File: src/hdl/cps_pkg.sv
// Package for clamp_point_to_disc: field widths, pipeline depth, register indexes
// and the structs that travel along the cell chains. No dependencies.
package cps_pkg;

   localparam int COORD_W    = 24;
   localparam int RAD_W      = 23;
   localparam int DIFF_W     = COORD_W + 1;
   localparam int MAG_W      = COORD_W;
   localparam int SQ_W       = 2 * MAG_W;
   localparam int DSQ_W      = SQ_W + 1;
   localparam int SQRT_STEPS = (DSQ_W + 1) / 2;
   localparam int N_W        = 2 * SQRT_STEPS;
   localparam int ROOT_W     = SQRT_STEPS;
   localparam int REM_W      = ROOT_W + 2;
   localparam int NUM_W      = MAG_W + RAD_W;
   localparam int DIV_STEPS  = RAD_W;
   localparam int DREM_W     = ROOT_W;
   localparam int PIPE_DEPTH = 3 + SQRT_STEPS + DIV_STEPS + 1;
   localparam int CSR_IDX_W  = 2;

   typedef enum logic [CSR_IDX_W-1:0] {
      CSR_CENTER_X = 2'd0,
      CSR_CENTER_Z = 2'd1,
      CSR_RADIUS   = 2'd2
   } csr_index_type;

   typedef struct packed {
      logic                      over;
      logic                      sign_x;
      logic                      sign_z;
      logic signed [COORD_W-1:0] pos_x;
      logic signed [COORD_W-1:0] pos_z;
      logic signed [COORD_W-1:0] center_x;
      logic signed [COORD_W-1:0] center_z;
   } side_type;

   typedef struct packed {
      logic [NUM_W-1:0] num_x;
      logic [NUM_W-1:0] num_z;
   } num_pair_type;

   typedef struct packed {
      logic [DREM_W-1:0] rem;
      logic [RAD_W-1:0]  lo;
   } div_axis_type;

endpackage

File: src/hdl/cps_div_cell.sv
// One step of restoring division for both axes: one quotient bit per axis per cell.
// Depends on cps_pkg.
module cps_div_cell (
   input  logic                        clock,
   input  logic                        reset,
   input  logic                        in_valid,
   input  cps_pkg::side_type           in_side,
   input  logic [cps_pkg::ROOT_W-1:0]  in_dist,
   input  cps_pkg::div_axis_type       in_x,
   input  cps_pkg::div_axis_type       in_z,
   output logic                        out_valid,
   output cps_pkg::side_type           out_side,
   output logic [cps_pkg::ROOT_W-1:0]  out_dist,
   output cps_pkg::div_axis_type       out_x,
   output cps_pkg::div_axis_type       out_z
);
   import cps_pkg::*;

   logic [DREM_W:0]   part_x, part_z;
   logic              take_x, take_z;
   logic              valid_ff;
   side_type          side_ff;
   logic [ROOT_W-1:0] dist_ff;
   div_axis_type      x_ff, x_in, z_ff, z_in;

   always_comb begin
      part_x   = {in_x.rem, in_x.lo[RAD_W-1]};
      part_z   = {in_z.rem, in_z.lo[RAD_W-1]};
      take_x   = (part_x >= {1'b0, in_dist});
      take_z   = (part_z >= {1'b0, in_dist});
      x_in.rem = take_x ? DREM_W'(part_x - {1'b0, in_dist}) : part_x[DREM_W-1:0];
      z_in.rem = take_z ? DREM_W'(part_z - {1'b0, in_dist}) : part_z[DREM_W-1:0];
      x_in.lo  = {in_x.lo[RAD_W-2:0], take_x};
      z_in.lo  = {in_z.lo[RAD_W-2:0], take_z};
   end

   always_ff @(posedge clock) begin
      if (reset) begin
         valid_ff <= 1'b0;
      end else begin
         valid_ff <= in_valid;
      end
      side_ff <= in_side;
      dist_ff <= in_dist;
      x_ff    <= x_in;
      z_ff    <= z_in;
   end

   assign out_valid = valid_ff;
   assign out_side  = side_ff;
   assign out_dist  = dist_ff;
   assign out_x     = x_ff;
   assign out_z     = z_ff;

endmodule

File: config.mk
export PLATFORM = sky130hd
export DESIGN_NAME = cps_div_cell
export DESIGN_NICKNAME = d
export VERILOG_FILES = /design/src/hdl/cps_pkg.sv /design/src/hdl/cps_div_cell.sv
export SDC_FILE = /design/constraint.sdc
export NUM_CORES = 1
export LEC_CHECK = 0
export ABC_AREA = 1
export BUFFER_PORTS_ARGS = -buffer_cell sky130_fd_sc_hd__buf_2
export CORE_AREA = 2 2 171 173
export CTS_CLUSTER_DIAMETER = 40
export DETAILED_ROUTE_END_ITERATION = 16
export DIE_AREA = 0 0 173 175
export SKIP_CTS_REPAIR_TIMING = 1
export SLEW_MARGIN = 0
export SYNTH_ARGS = -nofsm -noshare
export SYNTH_HDL_FRONTEND = slang
export SYNTH_SLANG_ARGS = --single-unit
export TNS_END_PERCENT = 10
File: constraint.sdc
create_clock -name clock -period 2.23 [get_ports clock]
set_input_delay 0.1115 -clock clock [delete_from_list [all_inputs] [get_ports clock]]
set_output_delay 0.1115 -clock clock [all_outputs]
set_load 0.02 [all_outputs]
; ---- Word-level counts from Yosys, hierarchy flattened
; Cells that the tools add are included.
[classes]
n_addsub = 2
magnitude_cmp = 2
n_mux = 2
[ops]
columns = operator, count
row1 = greater-or-equal comparator 26 x 25 -> 1 bit, 2
row2 = 2-to-1 mux 25 bit, 2
row3 = subtractor 25 bit, 2
[word_totals]
register_bits = 221
word_cells = 19
out_inout_bits = 221
input_bits = 223

; ---- Logic depth before layout (Yosys ltp)
; Gate-level depths: netlist (run 1).
[logic_depth]
word_depth = 2
depth_mapped = 14
ltp_nobuf = 14

; ---- Worst setup path after synthesis (run 1)
; No wires, ideal clock.
[synth_path]
kind = input-to-reg
start = input in_dist[13] (netlist bit)
end = register x_ff (netlist bit out_x[43])
arrival_time_ns = 1.503
t_required_ns = 2.117
path_slack_ns = 0.614
path_buffers = 1
setup_ns = 0.113
cell_stages = 13
cell_sequence = inv_1 -> ha_1 -> nand2_1 -> inv_1 -> nand2_1 -> nand2_1 -> nand2_1 -> nand2_1 -> a21oi_4 -> nand3_4 -> buf_6 -> nand2_1 -> nand2_1
[synth_lines]
columns = item, line
row1 = from (decl), cps_div_cell.sv:8  ; input logic [cps_pkg::ROOT_W-1:0] in_dist,
row2 = to (signal assigned), cps_div_cell.sv:45  ; x_ff <= x_in;
row3 = to (decl), cps_div_cell.sv:24  ; div_axis_type x_ff, x_in, z_ff, z_in;

==> impl_metrics.toml, run 1 <==
[yosys]
synth-warning-count = 0
post_synth_instance_area_um2 = 9281
synthesis.nets = 1500
synthDominantCellAreaShare_pct = 47.67
synth_enable_flop_cells = 0
yosysMostFrequentCell = "sky130_fd_sc_hd__nand2_1"
sequential_element_share_of_the_synthesized_area_pct = 47.67
synth_commonest_cells = "sky130_fd_sc_hd__nand2_1, sky130_fd_sc_hd__dfxtp_1, sky130_fd_sc_hd__inv_1"
async_reset_ff_share_pct = 0
synthesized_flop_and_latch_total = 221
post-synth-top-area-cell = "sky130_fd_sc_hd__dfxtp_1"
synth_area_leaders = "sky130_fd_sc_hd__dfxtp_1, sky130_fd_sc_hd__nand2_1, sky130_fd_sc_hd__inv_1"
synth.avg_cell_area_um2 = 7.577
yosys_most_used_dff = "sky130_fd_sc_hd__dfxtp_1"
synth_cells = 1225
post_synth_num_cell_types = 28

[sta]
layout_setup_ws_ns = 0.1355
min_period_over_period_pct = 93.92
report.final.hold_viol_count = 0
worst_pin_slew_ns = 0.4127
hold-worst-slack_ns = 0.03530
report.final.setup_viol = 0
drv_slew = 0
clock.fmax_mhz = 477.4
maxSlewHeadroom_pct = 72.39
final_period_minus_worst_setup_slack_ns = 2.094

[floorplanning]
die_height_um = 175
initial_core_util_pct = 32.69
die_area_um2 = 30280
number_of_top_level_pins = 444
design.core.area_um2 = 28390
die_width_um = 173
floorplan.rows = 62

[placement]
place_ws_ns = 0.1024
numPortBuffers = 443
hpwlAfterDp_mm = 32.94
place_congestion = 0.9260

[clocking]
cts_root_buffer = "sky130_fd_sc_hd__clkbuf_16"
cts.reportedPaths.clkPinSlew_ns = 0.05
cts_max_path_buffers = 3
tritoncts_clock_tree = "built"
numClockSinks = 221
tritoncts.num_buffers = 36
ctsHtreeMaxLevel = 2

[flow_run]
max_cap_viol_count = 0

[setup_path]
cp_data_required_time_ns = 2.68
crit_fanout = 26
category_of_the_most_critical_setup_path = "in2reg"
wp_data_arrival_ns = 2.54
cp-end-kind = "register"
startpoint_of_the_most_critical_setup_path = "in_dist[19]"
cp-start-kind = "input pin"

[drt]
route.antenna.remaining_nets = 0
drt_iter0_drc = 478
route.met3.wl_mm = 2.485
drt-total-wl_mm = 42.01
vias_per_cell = 4.457
met1_length_mm = 17.08
detail_route.drc_violations = 0
highest-signal-layer = "met5"
routed-wl-met2_mm = 20.61
vias = 10429
avgRoutedWirePerCell_um = 17.95
firstDrtPassIters = 5

[power]
static-leakage-power_nw = 8.537
power.density_nw_per_um2 = 833.2
vdd_ir_drop_max_uv = 577.0

[grt]
first_pass_grt_wire_length_mm = 56.03
antenna_violations_before_repair = 3
gr-total-overflow = 0
grt_usage_pct = 24.68
grt_pass1_vias = 9567
pin_count_of_the_biggest_net_entering_global_routing = 27

[outcome]
run_status = "finished, final reports clean"

[layout]
post_route_cells_drive_above_1_share_pct = 28.43
design.final.nets = 2205
layout_fillers = 2756
area_growth_pct = 66.82
num_antenna_cells = 0

[hold_path]
worstHoldPathType = "in2reg"
min-delay-start = "in_dist[0]"
[final timing paths]
| path | endpoint | cells after the start |
|---|---|---|
| worst min-delay path | out_z[23] | 5 |
| worst max-delay path | out_x[32] | 12 |
[stage by stage]
step	power, mW	cells	utilization, %	area (um2)	TNS (ns)
6_report	12.90	2340	54.53	15480	0
4_1_cts	12.64	2120	46.78	13280	0
2_1_floorplan	5.907	1225	-	9281	0
5_1_grt	13.42	2340	54.53	15480	-0.03795
3_3_place_gp	6.874	2056	42.36	12030	0
3_5_place_dp	6.876	2056	42.36	12030	0
[power by group]
| part | switching (mW) | internal, mW | leakage, nW |
|---|---|---|---|
| clock | 2.21 | 3.55 | 0.609 |
| combinational | 1.69 | 1.06 | 6.06 |
| sequential | 0.0943 | 4.30 | 1.86 |
| total | 3.99 | 8.91 | 8.54 |
[area by class of cell]
cell class | count | area (um2) | share of cell area [%]
inverters | 218 | 818.3 | 5.285
clock buffers | 41 | 959.7 | 6.198
multi-input cells | 770 | 3936 | 25.42
well taps | 384 | 480.5 | 3.103
clock inverters | 23 | 295.3 | 1.907
flip-flops and latches | 221 | 4424 | 28.57
repair buffers | 683 | 4569 | 29.51
[metal layers]
| layer | vias to the layer above | GRT usage (%) |
|---|---|---|
| li1 | 5181 | - |
| met1 | 4761 | 29.07 |
| met2 | 389 | 43.28 |
| met3 | 96 | 6.440 |
| met4 | 2 | 8.828 |
| met5 | - | 0 |
[logic make-up after synthesis]
family | count (synthesis) | share of synthesized area (%)
flip-flops | 221 | 47.67
adder cells (fa/ha/maj) | 52 | 7.172
XOR/XNOR | 22 | 2.076
AO/OA/AOI/OAI | 22 | 1.483
buffers and inverters | 234 | 9.922
AND/OR/NAND/NOR | 674 | 31.68
[registers in the layout (all words and copies together), names as in the netlist]
name       cells
out_dist      25
out_z         48
out_side      99
out_valid      1
out_x         48
[layout by cell type, fill, tap and decap left out, types with 5 or more instances in the layout]
master	count
sky130_fd_sc_hd__a21oi_1	18
sky130_fd_sc_hd__and2_1	5
sky130_fd_sc_hd__buf_2	443
sky130_fd_sc_hd__buf_4	20
sky130_fd_sc_hd__clkbuf_16	36
sky130_fd_sc_hd__dfxtp_1	221
sky130_fd_sc_hd__dlygate4sd3_1	220
sky130_fd_sc_hd__ha_1	50
sky130_fd_sc_hd__inv_1	215
sky130_fd_sc_hd__inv_6	8
sky130_fd_sc_hd__inv_8	5
sky130_fd_sc_hd__nand2_1	463
sky130_fd_sc_hd__nand2_2	5
sky130_fd_sc_hd__nand3_1	46
sky130_fd_sc_hd__nand4_1	66
sky130_fd_sc_hd__nor2_1	60
sky130_fd_sc_hd__nor2_2	7
sky130_fd_sc_hd__xor2_1	22
[worst max-delay path, stage by stage]
cell	delay, ns
sky130_fd_sc_hd__dlygate4sd3_1	0.55
sky130_fd_sc_hd__buf_2	0.13
sky130_fd_sc_hd__inv_1	0.08
sky130_fd_sc_hd__ha_1	0.39
sky130_fd_sc_hd__nand2_1	0.15
sky130_fd_sc_hd__nor2_2	0.19
sky130_fd_sc_hd__inv_2	0.06
sky130_fd_sc_hd__nor3_4	0.24
sky130_fd_sc_hd__nand3_4	0.14
sky130_fd_sc_hd__nand3_4	0.29
sky130_fd_sc_hd__nand2_1	0.11
sky130_fd_sc_hd__nand2_1	0.08
Power figures use the tool's default switching activity.
==> inputs of run 2 (changes only) <==
CELL_PAD_IN_SITES_DETAIL_PLACEMENT = 1   (was unset)
CELL_PAD_IN_SITES_GLOBAL_PLACEMENT = 1   (was unset)
CORE_AREA = unset   (was 2 2 171 173)
CORE_UTILIZATION = 32   (was unset)
DIE_AREA = unset   (was 0 0 173 175)
PLACE_DENSITY_LB_ADDON = 0.1   (was unset)
==> impl_metrics.toml, run 2 (same netlist as run 1, synthesis figures left out) <==
[outcome]
run_status = "finished, final reports clean"

[sta]
report.final.hold_viol_count = 0
report.final.setup_viol = 0
clock.fmax_mhz = 472.1
final_period_minus_worst_setup_slack_ns = 2.118
maxSlewHeadroom_pct = 73.63
layout_setup_ws_ns = 0.1117
worst_pin_slew_ns = 0.3956
timing.setup.tns_ns = 0
drv_slew = 0
min_period_over_period_pct = 94.99

[floorplanning]
number_of_top_level_pins = 444
initial_core_util_pct = 32.96
die_width_um = 172.3
design.core.area_um2 = 28160
floorplan.rows = 61
die_height_um = 172.3
die_area_um2 = 29690

[drt]
drt_iter0_drc = 419
avgRoutedWirePerCell_um = 18.86
firstDrtPassIters = 4
route.antenna.remaining_nets = 0
drt-total-wl_mm = 43.82
vias_per_cell = 4.559
vias = 10590
detail_route.drc_violations = 0

[grt]
grt_use_met1_pct = 27.12
grt_usage_pct = 22.99
first_pass_grt_wire_length_mm = 51.81
use_met2_pct = 42.27
grtUsageMet3_pct = 3.845
antenna_violations_before_repair = 1
grt.busiest_layer = "met2"
pin_count_of_the_biggest_net_entering_global_routing = 27
gr-total-overflow = 0
grt_pass1_vias = 9683

[setup_path]
crit_fanout = 26
wp_data_arrival_ns = 2.54
cell_type_group_with_the_largest_total_delay_on_the_critical_path = "simple AND/OR/NAND/NOR gates"
cp_data_required_time_ns = 2.66
category_of_the_most_critical_setup_path = "in2reg"
crit_slowest_cell = "sky130_fd_sc_hd__dlygate4sd3_1"
critPathBufInv = 4
path_cells = "dlygate4sd3_1 > buf_2 > inv_1 > ha_1 > nand2_2 > nor2_2 > inv_2 > nor3_4 > nand3_4 > nand3_4 > nand2_1 > nand2_1"
crit_path_max_incr_delay_ns = 0.56
cp-end-kind = "register"
cp-start-kind = "input pin"

[layout]
layout_commonest_cell = "sky130_fd_sc_hd__nand2_1"
area_growth_pct = 64.76
design.final.nets = 2195
post_route_cells_drive_above_1_share_pct = 27.83
flip_flop_count_of_the_largest_register_all_copies_and_words_added = 99
most_frequent_cells_in_the_layout = "sky130_fd_sc_hd__nand2_1, sky130_fd_sc_hd__buf_2, sky130_fd_sc_hd__dfxtp_1"
post_layout_nonfiller_instances = 2323

[power]
internal_power_mw = 8.578
sequentialPowerShare_pct = 35.5
total_switching_power_mw = 3.852
pwr-share-comb_pct = 22.3
power.density_nw_per_um2 = 812.9
static-leakage-power_nw = 8.440
netSwitchingFraction_pct = 30.99
power.clock.fraction_pct = 42.2
vdd_ir_drop_max_uv = 570.0

[placement]
hpwlAfterDp_mm = 29.34
place_congestion = 0.8281
place_ws_ns = 0.08828
numPlacedInstances = 2042
numPortBuffers = 443

[clocking]
tritoncts_clock_tree = "built"
numClockSinks = 221
cts_max_path_buffers = 3
cts_root_buffer = "sky130_fd_sc_hd__clkbuf_16"
ctsHtreeMaxLevel = 2
tritoncts.num_buffers = 34
cts.reportedPaths.clkPinSlew_ns = 0.05

[flow_run]
max_cap_viol_count = 0

[hold_path]
worstHoldPathType = "in2reg"
-- run 2: cell count changes in the layout (fill, tap and decap cells not counted), moves of 2 or more --
| cell | previous run | this run |
|---|---|---|
| sky130_fd_sc_hd__buf_4 | 20 | 12 |
| sky130_fd_sc_hd__clkinv_4 | 0 | 4 |
| sky130_fd_sc_hd__inv_8 | 5 | 1 |
| sky130_fd_sc_hd__bufinv_16 | 3 | 0 |
| sky130_fd_sc_hd__clkbuf_1 | 1 | 4 |
| sky130_fd_sc_hd__inv_6 | 8 | 6 |
-- run 2: final timing paths --
check	start	end	slack [ns]	depth (start not counted)
hold / removal	in_dist[0]	out_x[23]	0.12	5
setup / recovery	in_dist[20]	out_x[38]	0.11	12
-- run 2: power groups by stage --
stage / Sequential (mW) / Combinational (mW) / Clock [mW]
CTS: 4.40 / 2.41 / 5.27
global placement: 4.47 / 2.36 / 0
detailed placement: 4.47 / 2.39 / 0
floorplan: 4.91 / 0.993 / 0
global route: 4.44 / 3.01 / 5.51
finish: 4.42 / 2.77 / 5.25
-- run 2: through the flow --
stage	cell area, um2	utilization [%]	total power [mW]	hold slack, ns
global placement	11960	42.46	6.825	0.2137
detailed placement	11960	42.46	6.865	0.2154
floorplan	9281	-	5.907	0.1392
CTS	13090	46.47	12.07	-0.3056
global route	15290	54.30	12.96	0.1396
finish	15290	54.30	12.43	0.1164
-- run 2: area by class of cell --
| type | instances | area, um2 |
|---|---|---|
| Antenna cell | 1 | 2.502 |
| Clock buffer | 46 | 1010 |
| Clock inverter | 14 | 118.9 |
| Fill cell | 3553 | 12870 |
| Inverter | 218 | 818.3 |
| Multi-Input combinational cell | 770 | 3936 |
| Sequential cell | 221 | 4424 |
| Tap cell | 378 | 473.0 |
| Timing Repair Buffer | 675 | 4509 |
-- run 2: metal layers --
layer / vias up / share of wire [%]
met5: - / 0
met4: 0 / 3.2
met3: 91 / 4.3
met2: 324 / 54
met1: 5020 / 39
li1: 5155 / -
