## src/hdl/cps_pkg.sv

```systemverilog
// Package for clamp_point_to_disc: field widths, pipeline depth, register indexes
// and the structs that travel along the cell chains. No dependencies.
package cps_pkg;

   localparam int COORD_W    = 24;
   localparam int RAD_W      = 23;
   localparam int DIFF_W     = COORD_W + 1;
   localparam int MAG_W      = COORD_W;
   localparam int SQ_W       = 2 * MAG_W;
   localparam int DSQ_W      = SQ_W + 1;
   localparam int SQRT_STEPS = (DSQ_W + 1) / 2;
   localparam int N_W        = 2 * SQRT_STEPS;
   localparam int ROOT_W     = SQRT_STEPS;
   localparam int REM_W      = ROOT_W + 2;
   localparam int NUM_W      = MAG_W + RAD_W;
   localparam int DIV_STEPS  = RAD_W;
   localparam int DREM_W     = ROOT_W;
   localparam int PIPE_DEPTH = 3 + SQRT_STEPS + DIV_STEPS + 1;
   localparam int CSR_IDX_W  = 2;

   typedef enum logic [CSR_IDX_W-1:0] {
      CSR_CENTER_X = 2'd0,
      CSR_CENTER_Z = 2'd1,
      CSR_RADIUS   = 2'd2
   } csr_index_type;

   typedef struct packed {
      logic                      over;
      logic                      sign_x;
      logic                      sign_z;
      logic signed [COORD_W-1:0] pos_x;
      logic signed [COORD_W-1:0] pos_z;
      logic signed [COORD_W-1:0] center_x;
      logic signed [COORD_W-1:0] center_z;
   } side_type;

   typedef struct packed {
      logic [NUM_W-1:0] num_x;
      logic [NUM_W-1:0] num_z;
   } num_pair_type;

   typedef struct packed {
      logic [DREM_W-1:0] rem;
      logic [RAD_W-1:0]  lo;
   } div_axis_type;

endpackage

```

## src/hdl/cps_sqrt_cell.sv

```systemverilog
// One step of the digit-by-digit integer square root: one result bit per cell.
// Depends on cps_pkg.
module cps_sqrt_cell (
   input  logic                        clock,
   input  logic                        reset,
   input  logic                        in_valid,
   input  cps_pkg::side_type           in_side,
   input  cps_pkg::num_pair_type       in_num,
   input  logic [cps_pkg::N_W-1:0]     in_n,
   input  logic [cps_pkg::REM_W-1:0]   in_rem,
   input  logic [cps_pkg::ROOT_W-1:0]  in_root,
   output logic                        out_valid,
   output cps_pkg::side_type           out_side,
   output cps_pkg::num_pair_type       out_num,
   output logic [cps_pkg::N_W-1:0]     out_n,
   output logic [cps_pkg::REM_W-1:0]   out_rem,
   output logic [cps_pkg::ROOT_W-1:0]  out_root
);
   import cps_pkg::*;

   logic [REM_W+1:0]  part;
   logic [REM_W+1:0]  trial;
   logic              take;
   logic              valid_ff;
   side_type          side_ff;
   num_pair_type      num_ff;
   logic [N_W-1:0]    n_ff,    n_in;
   logic [REM_W-1:0]  rem_ff,  rem_in;
   logic [ROOT_W-1:0] root_ff, root_in;

   always_comb begin
      part    = {in_rem, in_n[N_W-1 -: 2]};
      trial   = {2'b00, in_root, 2'b01};
      take    = (part >= trial);
      n_in    = {in_n[N_W-3:0], 2'b00};
      rem_in  = take ? REM_W'(part - trial) : part[REM_W-1:0];
      root_in = {in_root[ROOT_W-2:0], take};
   end

   always_ff @(posedge clock) begin
      if (reset) begin
         valid_ff <= 1'b0;
      end else begin
         valid_ff <= in_valid;
      end
      side_ff <= in_side;
      num_ff  <= in_num;
      n_ff    <= n_in;
      rem_ff  <= rem_in;
      root_ff <= root_in;
   end

   assign out_valid = valid_ff;
   assign out_side  = side_ff;
   assign out_num   = num_ff;
   assign out_n     = n_ff;
   assign out_rem   = rem_ff;
   assign out_root  = root_ff;

endmodule

```

## config.mk

```make
export PLATFORM = sky130hd
export DESIGN_NAME = cps_sqrt_cell
export DESIGN_NICKNAME = d
export VERILOG_FILES = /design/src/hdl/cps_pkg.sv /design/src/hdl/cps_sqrt_cell.sv
export SDC_FILE = /design/constraint.sdc
export NUM_CORES = 1
export LEC_CHECK = 0
export BUFFER_PORTS_ARGS = -buffer_cell sky130_fd_sc_hd__buf_2
export CORE_AREA = 2 2 230 232
export DETAILED_ROUTE_END_ITERATION = 10
export DIE_AREA = 0 0 232 234
export PLACE_DENSITY = 0.38
export SYNTH_ARGS = -nofsm -noshare
export SYNTH_HDL_FRONTEND = slang
export SYNTH_SLANG_ARGS = --single-unit
```

## constraint.sdc

```tcl
create_clock -name clock -period 3.8 [get_ports clock]
set_input_delay 0.57 -clock clock [delete_from_list [all_inputs] [get_ports clock]]
set_output_delay 0.57 -clock clock [all_outputs]
set_load 0.01 [all_outputs]
```

Word level (Yosys, flattened, before mapping)
Index checks and enable logic that the tools add are counted.
- add/sub/neg operators: 1
- order comparisons: 1
- multiplexer cells: 1
- operators with widths (kind ; count):
    $ge 29x27->1 ; 1
    $mux 27 ; 1
    $sub 27x27->27 ; 1
- flip-flop bits (word level): 294
- output and inout port bits: 296

Depth between registers and ports, before layout
Gate-level depths: netlist (run 1).
- depth after elaboration: 2
- mapped depth: 13
- gate-level depth less buffers: 10

Least setup slack after synthesis (run 1)
Ideal clock, no wire load.
- path kind: input port to flip-flop
- from: input port in_root[14] (netlist bit)
- to: register rem_ff[10], in the netlist out_rem[10]
- library setup time: 121 ps
- arrival time: 2986 ps
- path slack: 693 ps
- stages on the path: 12
- buffers on the path: 2
- path through: inv_1 ha_1 and3_4 and2_4 a221oi_2 o31ai_2 a41oi_2 o31ai_1 a2111o_1 buf_6 buf_12 mux2_4
- word-level cells in the longest chain between the ends: 2
- ends and longest elaborated chain (item ; line ; RTL):
    start, declared ; cps_sqrt_cell.sv:11 ; input logic [cps_pkg::ROOT_W-1:0] in_root,
    $ge 29x27->1 ; cps_sqrt_cell.sv:34 ; take = (part >= trial);
    $mux 27 ; cps_sqrt_cell.sv:36 ; rem_in = take ? REM_W'(part - trial) : part[REM_W-1:0];
    net rem_in[10] ; cps_sqrt_cell.sv:28 ; logic [REM_W-1:0] rem_ff, rem_in;
    end signal, assigned ; cps_sqrt_cell.sv:49 ; rem_ff <= rem_in;
    end, declared ; cps_sqrt_cell.sv:28 ;
The timed path passes the listed nets, and every way through them passes these cells.
A chain may end at the register's enable or synchronous reset.

Worst setup path in the final report (run 1)
- from: input port in_root[0] (netlist bit)
- to: register rem_ff[9], in the netlist out_rem[9]
- word-level cells in the longest chain between the ends: 2
- ends and longest elaborated chain (item ; line):
    $sub 27x27->27 / $ge 29x27->1 (equally long branches) ; cps_sqrt_cell.sv:36, cps_sqrt_cell.sv:34
    $mux 27 (*) ; cps_sqrt_cell.sv:36
    net rem_in[9] ; cps_sqrt_cell.sv:28
The timed path passes the listed nets; every way through them passes the cells marked *.

==> results of run 1 <==
==> area by class of cell <==
cell class	instances	share of cell area (%)
Tap cell	688	6.701
Clock inverter	11	1.403
Multi-Input combinational cell	212	13.48
Timing Repair Buffer	595	23.26
Sequential cell	294	45.82
Antenna cell	3	0.05844
Inverter	40	1.169
Clock buffer	49	8.113
==> registers in the layout (all words and copies together), names as in the netlist <==
register / count
out_side: 99
out_num: 94
out_n: 48
out_rem: 27
out_root: 25
out_valid: 1
==> per-stage QoR <==
stage / worst slack, ns / hold slack (ns) / instances / power, mW
2_1_floorplan: 0.6928 / 0.5977 / 559 / 3.850
3_3_place_gp: 0.3330 / 0.6720 / 1829 / 4.367
3_5_place_dp: 0.2106 / 0.6736 / 1829 / 4.364
4_1_cts: 0.7933 / 0.08841 / 1889 / 8.014
5_1_grt: 0.5944 / 0.09150 / 1889 / 8.196
6_report: 0.8204 / 0.1374 / 1892 / 7.826
==> cell usage in the layout (no fill, tap or decap), types with 3 or more instances in the layout <==
cell type   netlist  routed
a211oi_1          3       3
a21o_1            7       7
a21oi_1          24      24
a31oi_1           3       3
buf_2             2     591
buf_4             2       4
bufinv_16         0       4
clkbuf_1          5       6
clkbuf_16         0      38
clkbuf_8          0       5
clkinvlp_4        0       4
dfxtp_1         294     294
diode_2           0       3
ha_1             27      27
inv_1            40      40
mux2_2            8       8
mux2_4           15      15
mux2i_1           3       3
nand2_1          12      12
nand2b_1          4       4
nand3_1           3       3
nand4_1           9       9
nor2_1           13      13
nor3_1            3       3
o21a_1            3       3
o21ai_0           6       6
o21ai_1           4       4
o21bai_1          5       5
o221ai_1          3       3
xnor2_1          17      17
xor2_1            8       8
==> power by group through the flow <==
| stage | clock network [mW] | registers, mW | logic, mW |
|---|---|---|---|
| 2_1_floorplan | 0 | 3.54 | 0.311 |
| 3_3_place_gp | 0 | 3.42 | 0.945 |
| 3_5_place_dp | 0 | 3.42 | 0.944 |
| 4_1_cts | 3.71 | 3.36 | 0.948 |
| 5_1_grt | 3.82 | 3.37 | 1.00 |
| 6_report | 3.56 | 3.35 | 0.915 |
==> per-layer routing <==
layer	vias to the layer above	wire length, um	track usage (%)
li1	3096	-	-
met2	318	18060	21.74
met3	83	3655	5.885
met4	30	947	3.666
met1	2940	11760	11.61
met5	-	194	0
==> worst paths after layout <==
kind | endpoint | slack, ns | depth (start not counted)
worst max-delay path | out_rem[9]$_DFF_P_ | 0.82 | 12
worst min-delay path | out_side[37]$_DFF_P_ | 0.14 | 1
==> cells by family after synthesis <==
| logic type | Yosys count |
|---|---|
| AO/OA/AOI/OAI | 77 |
| adder cells (fa/ha/maj) | 27 |
| flip-flops | 294 |
| other | 1 |
| XOR/XNOR | 25 |
| buffers and inverters | 53 |
| AND/OR/NAND/NOR | 55 |
| multiplexers | 26 |
==> results.yml, run 1 <==
placed_design:
  hpwl_um: 28980
  io_buffers: 591
  postPlaceCellArea_um2: 11620
  place.gp.congestion: 0.7707
clock_tree:
  cts_max_path_buffers: 3
  cts_max_level: 2
  cts_tree: "built"
  root_buffer: "clkbuf_16"
  cts.clk_slew.worst_paths_ns: 0.06
  clkSinkCount: 294
  cts_resized: 0
  cts_buffers: 37
  ctsHoldBuffers: 0
  postCtsSetupBuffers: 0
logic_synthesis:
  ys_types: 53
  yosys-top-cells-area: "dfxtp_1 (75%), ha_1 (4.3%), mux2_4 (2.9%), inv_1 (1.9%), xnor2_1 (1.9%)"
  synthMuxAreaShare_pct: 4.388
  avgSynthCellArea_um2: 14.10
  yosysMostFrequentCell: "dfxtp_1"
  async_reset_ff_share_pct: 0
  synth_common_cells: "dfxtp_1 (294), inv_1 (40), ha_1 (27), a21oi_1 (24), xnor2_1 (17)"
  yosysWarnings: 0
  synth_seq_area_share_pct: 74.79
  synthFlopType: "dfxtp_1"
  ys_ff_latch: 294
  synthAdderAreaFrac_pct: 4.293
  synthXorXnorAreaFrac_pct: 2.782
  syn-instance-count: 558
  synth-compound-area-share_pct: 6.789
  syn_area_um2: 7870
  synthSimpleGateAreaFrac_pct: 3.657
  yosysTopAreaCell: "dfxtp_1"
  synth_top_family_by_area: "compound AO/OA/AOI/OAI gates"
  yosys.area.top_type_share_pct: 74.79
  synth_edf_count: 0
setup_path:
  startpoint: "in_root[0]"
  crit_buf_inv: 3
  crit_chain: "buf_2, inv_1, ha_1, o21ai_1, a22oi_1, a21oi_2, o31ai_2, a41oi_2, o31ai_1, a2111o_1, buf_4, mux2_2"
  crit_path_start_kind: "primary input"
  required_ns: 4.22
  slowest_stage: "o31ai_2"
  critPathKind: "primary input to flop"
  worst_setup_path_end_kind: "flop"
  worst_ep_arrival_time_ns: 3.40
  crit_family: "compound AO/OA/AOI/OAI gates"
  max_stage_delay_ns: 0.37
  path_max_fanout: 17
final_layout:
  synthToLayoutAreaGrowth_pct: 63.23
  fillers: 5630
  multi_input_area_um2: 1732
  register_area_um2: 5886
  drive_gt1_share_pct: 56.79
  final_nets: 1505
  finalInstanceArea_um2: 12850
  post-route-util_pct: 24.69
power:
  swShare_pct: 24.31
  ir_worst_vdd_uv: 295.3
  cellPowerDensity_nw_per_um2: 609.2
  p_int_mw: 5.924
  p_comb_share_pct: 11.7
  p_switching_mw: 1.903
  p_seq_share_pct: 42.8
  power_frac_clock_pct: 45.5
  p_leak_nw: 6.394
timing:
  tightest_slew_ns: 0.5177
  fin_crit_ns: 2.980
  rsz0062_at_grt: "no"
  final-setup-viol-count: 0
  maxSlewViolCount: 0
  fmax_ghz: 0.3356
  maxSlewHeadroom_pct: 65.00
  post-route-period-util_pct: 78.41
  finalHoldViolCount: 0
  tns_ns: 0
min_path:
  hp-start: "in_side[37]"
  worst_hold_path_type: "primary input to flop"
die:
  core_area_um2: 52020
  start_util_pct: 15.13
  row_count: 84
  die_h_um: 234
  ios: 594
  die_w_um: 232
  fp.dieArea_um2: 54290
detailed_routing:
  firstDrtPassIters: 5
  ant_nets: 0
  drt-initial-drc-count: 162
  wire_per_inst_um: 18.29
  drc_errors: 0
  via_per_inst: 3.418
  routed_wl_um: 34610
  vias: 6467
global_route:
  first_global_vias: 6498
  antenna_found_initial: 25
  grt_pass1_wl_um: 45400
  grt_usage_pct: 11.84
  grt_max_degree: 18
  grt_remaining_overflow: 0
run:
  cap_violations: 0
status:
  status: "finished, final reports clean"
No activity file was read; power rests on OpenSTA's default activity.
==> run 2, diff against run 1 <==
- PLACE_DENSITY: 0.38 -> 0.39
- clock period: 3.8 -> 2.59 ns (I/O delays scaled with it)
==> run 2 against run 1 <==
Via count up 22%. Global-route usage up 1.0 points. Non-clock buffer count up 359. Count of clock-buffer cells in the layout up 3. Worst hold slack worse by 0.054 ns. Sequential power up 47%. Clock power up 43%. Sequential cell count unchanged. Critical path depth down 1. Utilization up 6.7 points. Critical path type unchanged. Highest routed layer unchanged.
==> results.yml, run 2 (synthesis gave the netlist of run 1 again) <==
placed_design:
  hpwl_um: 29410
  post-place-ws_ns: -0.4843
  place.gp.congestion: 0.7831
  io_buffers: 591
clock_tree:
  cts_max_level: 2
  root_buffer: "clkbuf_16"
  cts_tree: "built"
  cts_max_path_buffers: 3
  cts_buffers: 36
  cts.clk_slew.worst_paths_ns: 0.05
  clkSinkCount: 294
final_layout:
  register_area_um2: 5886
  fillers: 5344
  drive_gt1_share_pct: 50.70
  final_nets: 1863
  multi_input_area_um2: 1843
  largest_register_ffs: 99
  synthToLayoutAreaGrowth_pct: 107.4
  layout_commonest_cell: "buf_2"
  layout_common_cells: "buf_2 (591), dfxtp_1 (294), dlygate4sd3_1 (265)"
global_route:
  grt_usage_pct: 12.84
  first_global_vias: 8289
  grt_pass1_wl_um: 50810
  antenna_found_initial: 12
  grt_remaining_overflow: 0
  grt_max_degree: 14
timing:
  final-setup-viol-count: 0
  setup_ws_ns: 0.07860
  post-route-period-util_pct: 96.97
  fmax_ghz: 0.3982
  finalHoldViolCount: 0
  fin_crit_ns: 2.511
  rsz0062_at_grt: "no"
  maxSlewViolCount: 0
run:
  cap_violations: 0
die:
  core_area_um2: 52020
  fp.dieArea_um2: 54290
  ios: 594
  row_count: 84
  die_w_um: 232
  die_h_um: 234
  start_util_pct: 15.13
status:
  status: "finished, final reports clean"
setup_path:
  required_ns: 2.99
  critPathKind: "primary input to flop"
  worst_setup_path_end_kind: "flop"
  crit_path_start_kind: "primary input"
  path_max_fanout: 10
  worst_ep_arrival_time_ns: 2.91
power:
  p_leak_nw: 7.957
  cellPowerDensity_nw_per_um2: 730.5
  p_total_mw: 11.92
  ir_worst_vdd_uv: 435.1
min_path:
  worst_hold_path_type: "primary input to flop"
detailed_routing:
  routed_wl_um: 37720
  via_per_inst: 3.512
  wire_per_inst_um: 16.73
  firstDrtPassIters: 4
  drt-initial-drc-count: 147
  drc_errors: 0
  ant_nets: 0
  vias: 7917
[run 2: cell types whose count changed in the layout (fill, tap and decap cells not counted), moves of 2 or more]
cell	previous run	this run
a21oi_4	0	2
buf_4	4	98
bufinv_16	4	2
clkbuf_8	5	7
clkinv_4	1	3
dlygate4sd3_1	0	265
ha_1	27	21
ha_4	0	6
inv_1	40	35
inv_2	0	3
[run 2: worst paths after layout]
path               startpoint              endpoint  slack [ns]  cells past startpoint
setup / recovery  in_root[23]   out_rem[22]$_DFF_P_        0.08                     11
hold / removal    in_root[12]  out_root[13]$_DFF_P_        0.08                      1
[run 2: per-stage QoR]
step	instances	utilization, %	TNS (ns)	instance area [um^2]	hold WS [ns]
2_1_floorplan	559	-	-1.662	8000	0.4162
3_3_place_gp	1923	23.91	-9.255	12440	0.4909
3_5_place_dp	1923	23.91	-11.53	12440	0.4921
4_1_cts	2252	31.35	0	16310	0.03001
5_1_grt	2253	31.37	0	16320	0.03998
6_report	2254	31.37	0	16320	0.08304
[run 2: per-layer routing]
layer  wire length, um  vias to the layer above  global-route usage, %
met5                82                        -                      0
met4              1714                       12                  6.010
met3              2646                       82                  3.952
met2             19880                      335                  24.07
met1             13390                     3666                  12.94
li1                  -                     3822                      -
[run 2: report_power, final]
group / total [mW] / internal [mW] / switching (mW) / leakage (nW)
clock: 5.10 / 3.10 / 2.00 / 0.583
combinational: 1.90 / 1.05 / 0.848 / 4.89
sequential: 4.93 / 4.84 / 0.0851 / 2.48
total: 11.9 / 8.99 / 2.93 / 7.96
[run 2: worst max-delay path, cell delays in order]
cell and delay [ns]:
dlygate4sd3_1 0.53, buf_2 0.13, inv_1 0.09, ha_1 0.30, nand3_1 0.12, nor3_1 0.06, a221oi_2 0.23, o31ai_1 0.11
a2111o_1 0.42, buf_4 0.22, mux2_4 0.30
[run 2: what timing repair did]
item / in CTS / in global routing
buffers inserted: 0 / 0
hold buffers: 265 / 0
gates resized for setup: 0 / 1
hold endpoints to repair: 265 / 0
setup endpoints to repair: 0 / 12
[run 2: area by class of cell]
| class | instances | share of cell area, % |
|---|---|---|
| flip-flops and latches | 294 | 36.06 |
| diodes | 2 | 0.03066 |
| multi-input cells | 212 | 11.29 |
| inverters | 40 | 1.012 |
| well taps | 688 | 5.274 |
| clock buffers | 52 | 6.577 |
| clock inverters | 12 | 0.8739 |
| repair buffers | 954 | 38.88 |
==> run 3, diff against run 2 <==
- PLACE_DENSITY: 0.39 -> unset
- SKIP_CTS_REPAIR_TIMING: unset -> 1
==> run 3 against run 2 <==
Via count down 0.11%. Worst hold slack lost 0.025 ns. Final cell count down 0.75%. Maximum frequency rose by 0.17%. Count of clock-buffer cells in the layout shrank 9. Sequential cell count unchanged.
==> results.yml, run 3 (synthesis gave the netlist of run 1 again) <==
final_layout:
  synthToLayoutAreaGrowth_pct: 104.5
  largest_register_ffs: 99
  final_nets: 1843
  layout_commonest_cell: "buf_2"
  layoutNonFillerInstCount: 2237
  drive_gt1_share_pct: 50.19
  fillers: 5324
  layout_common_cells: "buf_2 (591), dfxtp_1 (294), dlygate4sd3_1 (264)"
  post-route-util_pct: 30.93
  finalInstanceArea_um2: 16090
power:
  p_leak_nw: 7.824
  ir_worst_vdd_uv: 460.6
  p_total_mw: 11.65
  cellPowerDensity_nw_per_um2: 724.0
clock_tree:
  cts_max_level: 2
  clkSinkCount: 294
  cts.clk_slew.worst_paths_ns: 0.06
  cts_buffers: 35
  cts_tree: "built"
  root_buffer: "clkbuf_16"
  cts_max_path_buffers: 3
global_route:
  top_usage_layer: "met2"
  grt_max_degree: 15
  grt_use_met3_pct: 5.350
  met1_usage_pct: 13.12
  first_global_vias: 6886
  antenna_found_initial: 14
  grt_usage_pct: 12.15
  grt_remaining_overflow: 0
  grt_pass1_wl_um: 46490
  grt_use_met2_pct: 21.60
die:
  core_area_um2: 52020
  ios: 594
  fp.dieArea_um2: 54290
  die_w_um: 232
  start_util_pct: 15.13
  die_h_um: 234
  row_count: 84
placed_design:
  post-place-ws_ns: -0.4241
  io_buffers: 591
  postPlaceCellArea_um2: 12300
  placedCellCount: 1905
  hpwl_um: 30170
  place.gp.congestion: 0.8242
setup_path:
  critPathKind: "primary input to flop"
  max_stage_delay_ns: 0.42
  cp.depth: 12
  crit_buf_inv: 3
  slowest_stage: "a2111o_1"
  path_max_fanout: 7
  crit_family: "compound AO/OA/AOI/OAI gates"
  worst_ep_arrival_time_ns: 2.92
  endpoint: "out_rem[14]$_DFF_P_"
  startpoint: "in_root[12]"
  crit_chain: "buf_2, inv_12, ha_4, and3_4, and2_4, a221oi_2, o31ai_4, a41oi_2, o31ai_1, a2111o_1, buf_4, mux2_4"
  crit_path_start_kind: "primary input"
  required_ns: 3.00
  worst_setup_path_end_kind: "flop"
timing:
  post-route-period-util_pct: 96.80
  setup_ws_ns: 0.08275
  final-setup-viol-count: 0
  fmax_ghz: 0.3988
  fin_crit_ns: 2.507
  tns_ns: 0
  maxSlewViolCount: 0
  fin_hold_ws_ns: 0.05832
  rsz0062_at_grt: "no"
  finalHoldViolCount: 0
detailed_routing:
  wire_per_inst_um: 17.85
  drt-initial-drc-count: 220
  drc_errors: 0
  routed_wl_um: 39920
  ant_nets: 0
  vias: 7908
  firstDrtPassIters: 4
  via_per_inst: 3.535
status:
  status: "finished, final reports clean"
min_path:
  worst_hold_path_type: "primary input to flop"
  hp-start: "in_root[13]"
run:
  cap_violations: 0
-- run 3: cell count changes in the layout (fill, tap and decap cells not counted), sizes merged --
cell / change
clkbuf: -9
clkinvlp: +1
buf: -18
dlygate4sd3: -1
diode: +3
inv: +5
clkinv: +2
-- run 3: metal layers --
metal	vias up	routed length, um
met5	-	45
met4	8	1151
met3	67	3339
met2	379	20430
met1	3669	14950
li1	3785	-
-- run 3: how the worst min path moves through the flow --
stage                                 to  cells after the start
global route        out_root[14]$_DFF_P_                      1
floorplan              out_n[10]$_DFF_P_                      0
global placement    out_side[12]$_DFF_P_                      1
CTS                 out_side[95]$_DFF_P_                      1
detailed placement   out_num[19]$_DFF_P_                      1
finish              out_root[14]$_DFF_P_                      1
-- run 3: report_power, final --
group          switching [mW]  leakage, nW  internal, mW  total (mW)
Clock                    2.04        0.536          2.79        4.82
Combinational           0.867         4.81          1.02        1.89
Sequential             0.0937         2.48          4.84        4.94
-- run 3: layout make-up --
cell class                 instances  area, um^2  area share (%)
antenna                            5       12.51         0.07776
inverter                          40       165.2           1.026
multi-input combinational        212        1843           11.45
clock buffer                      43       925.9           5.754
clock inverter                    20       192.7           1.198
sequential                       294        5886           36.58
timing repair buffer             935        6205           38.56
tap                              688       860.8           5.350
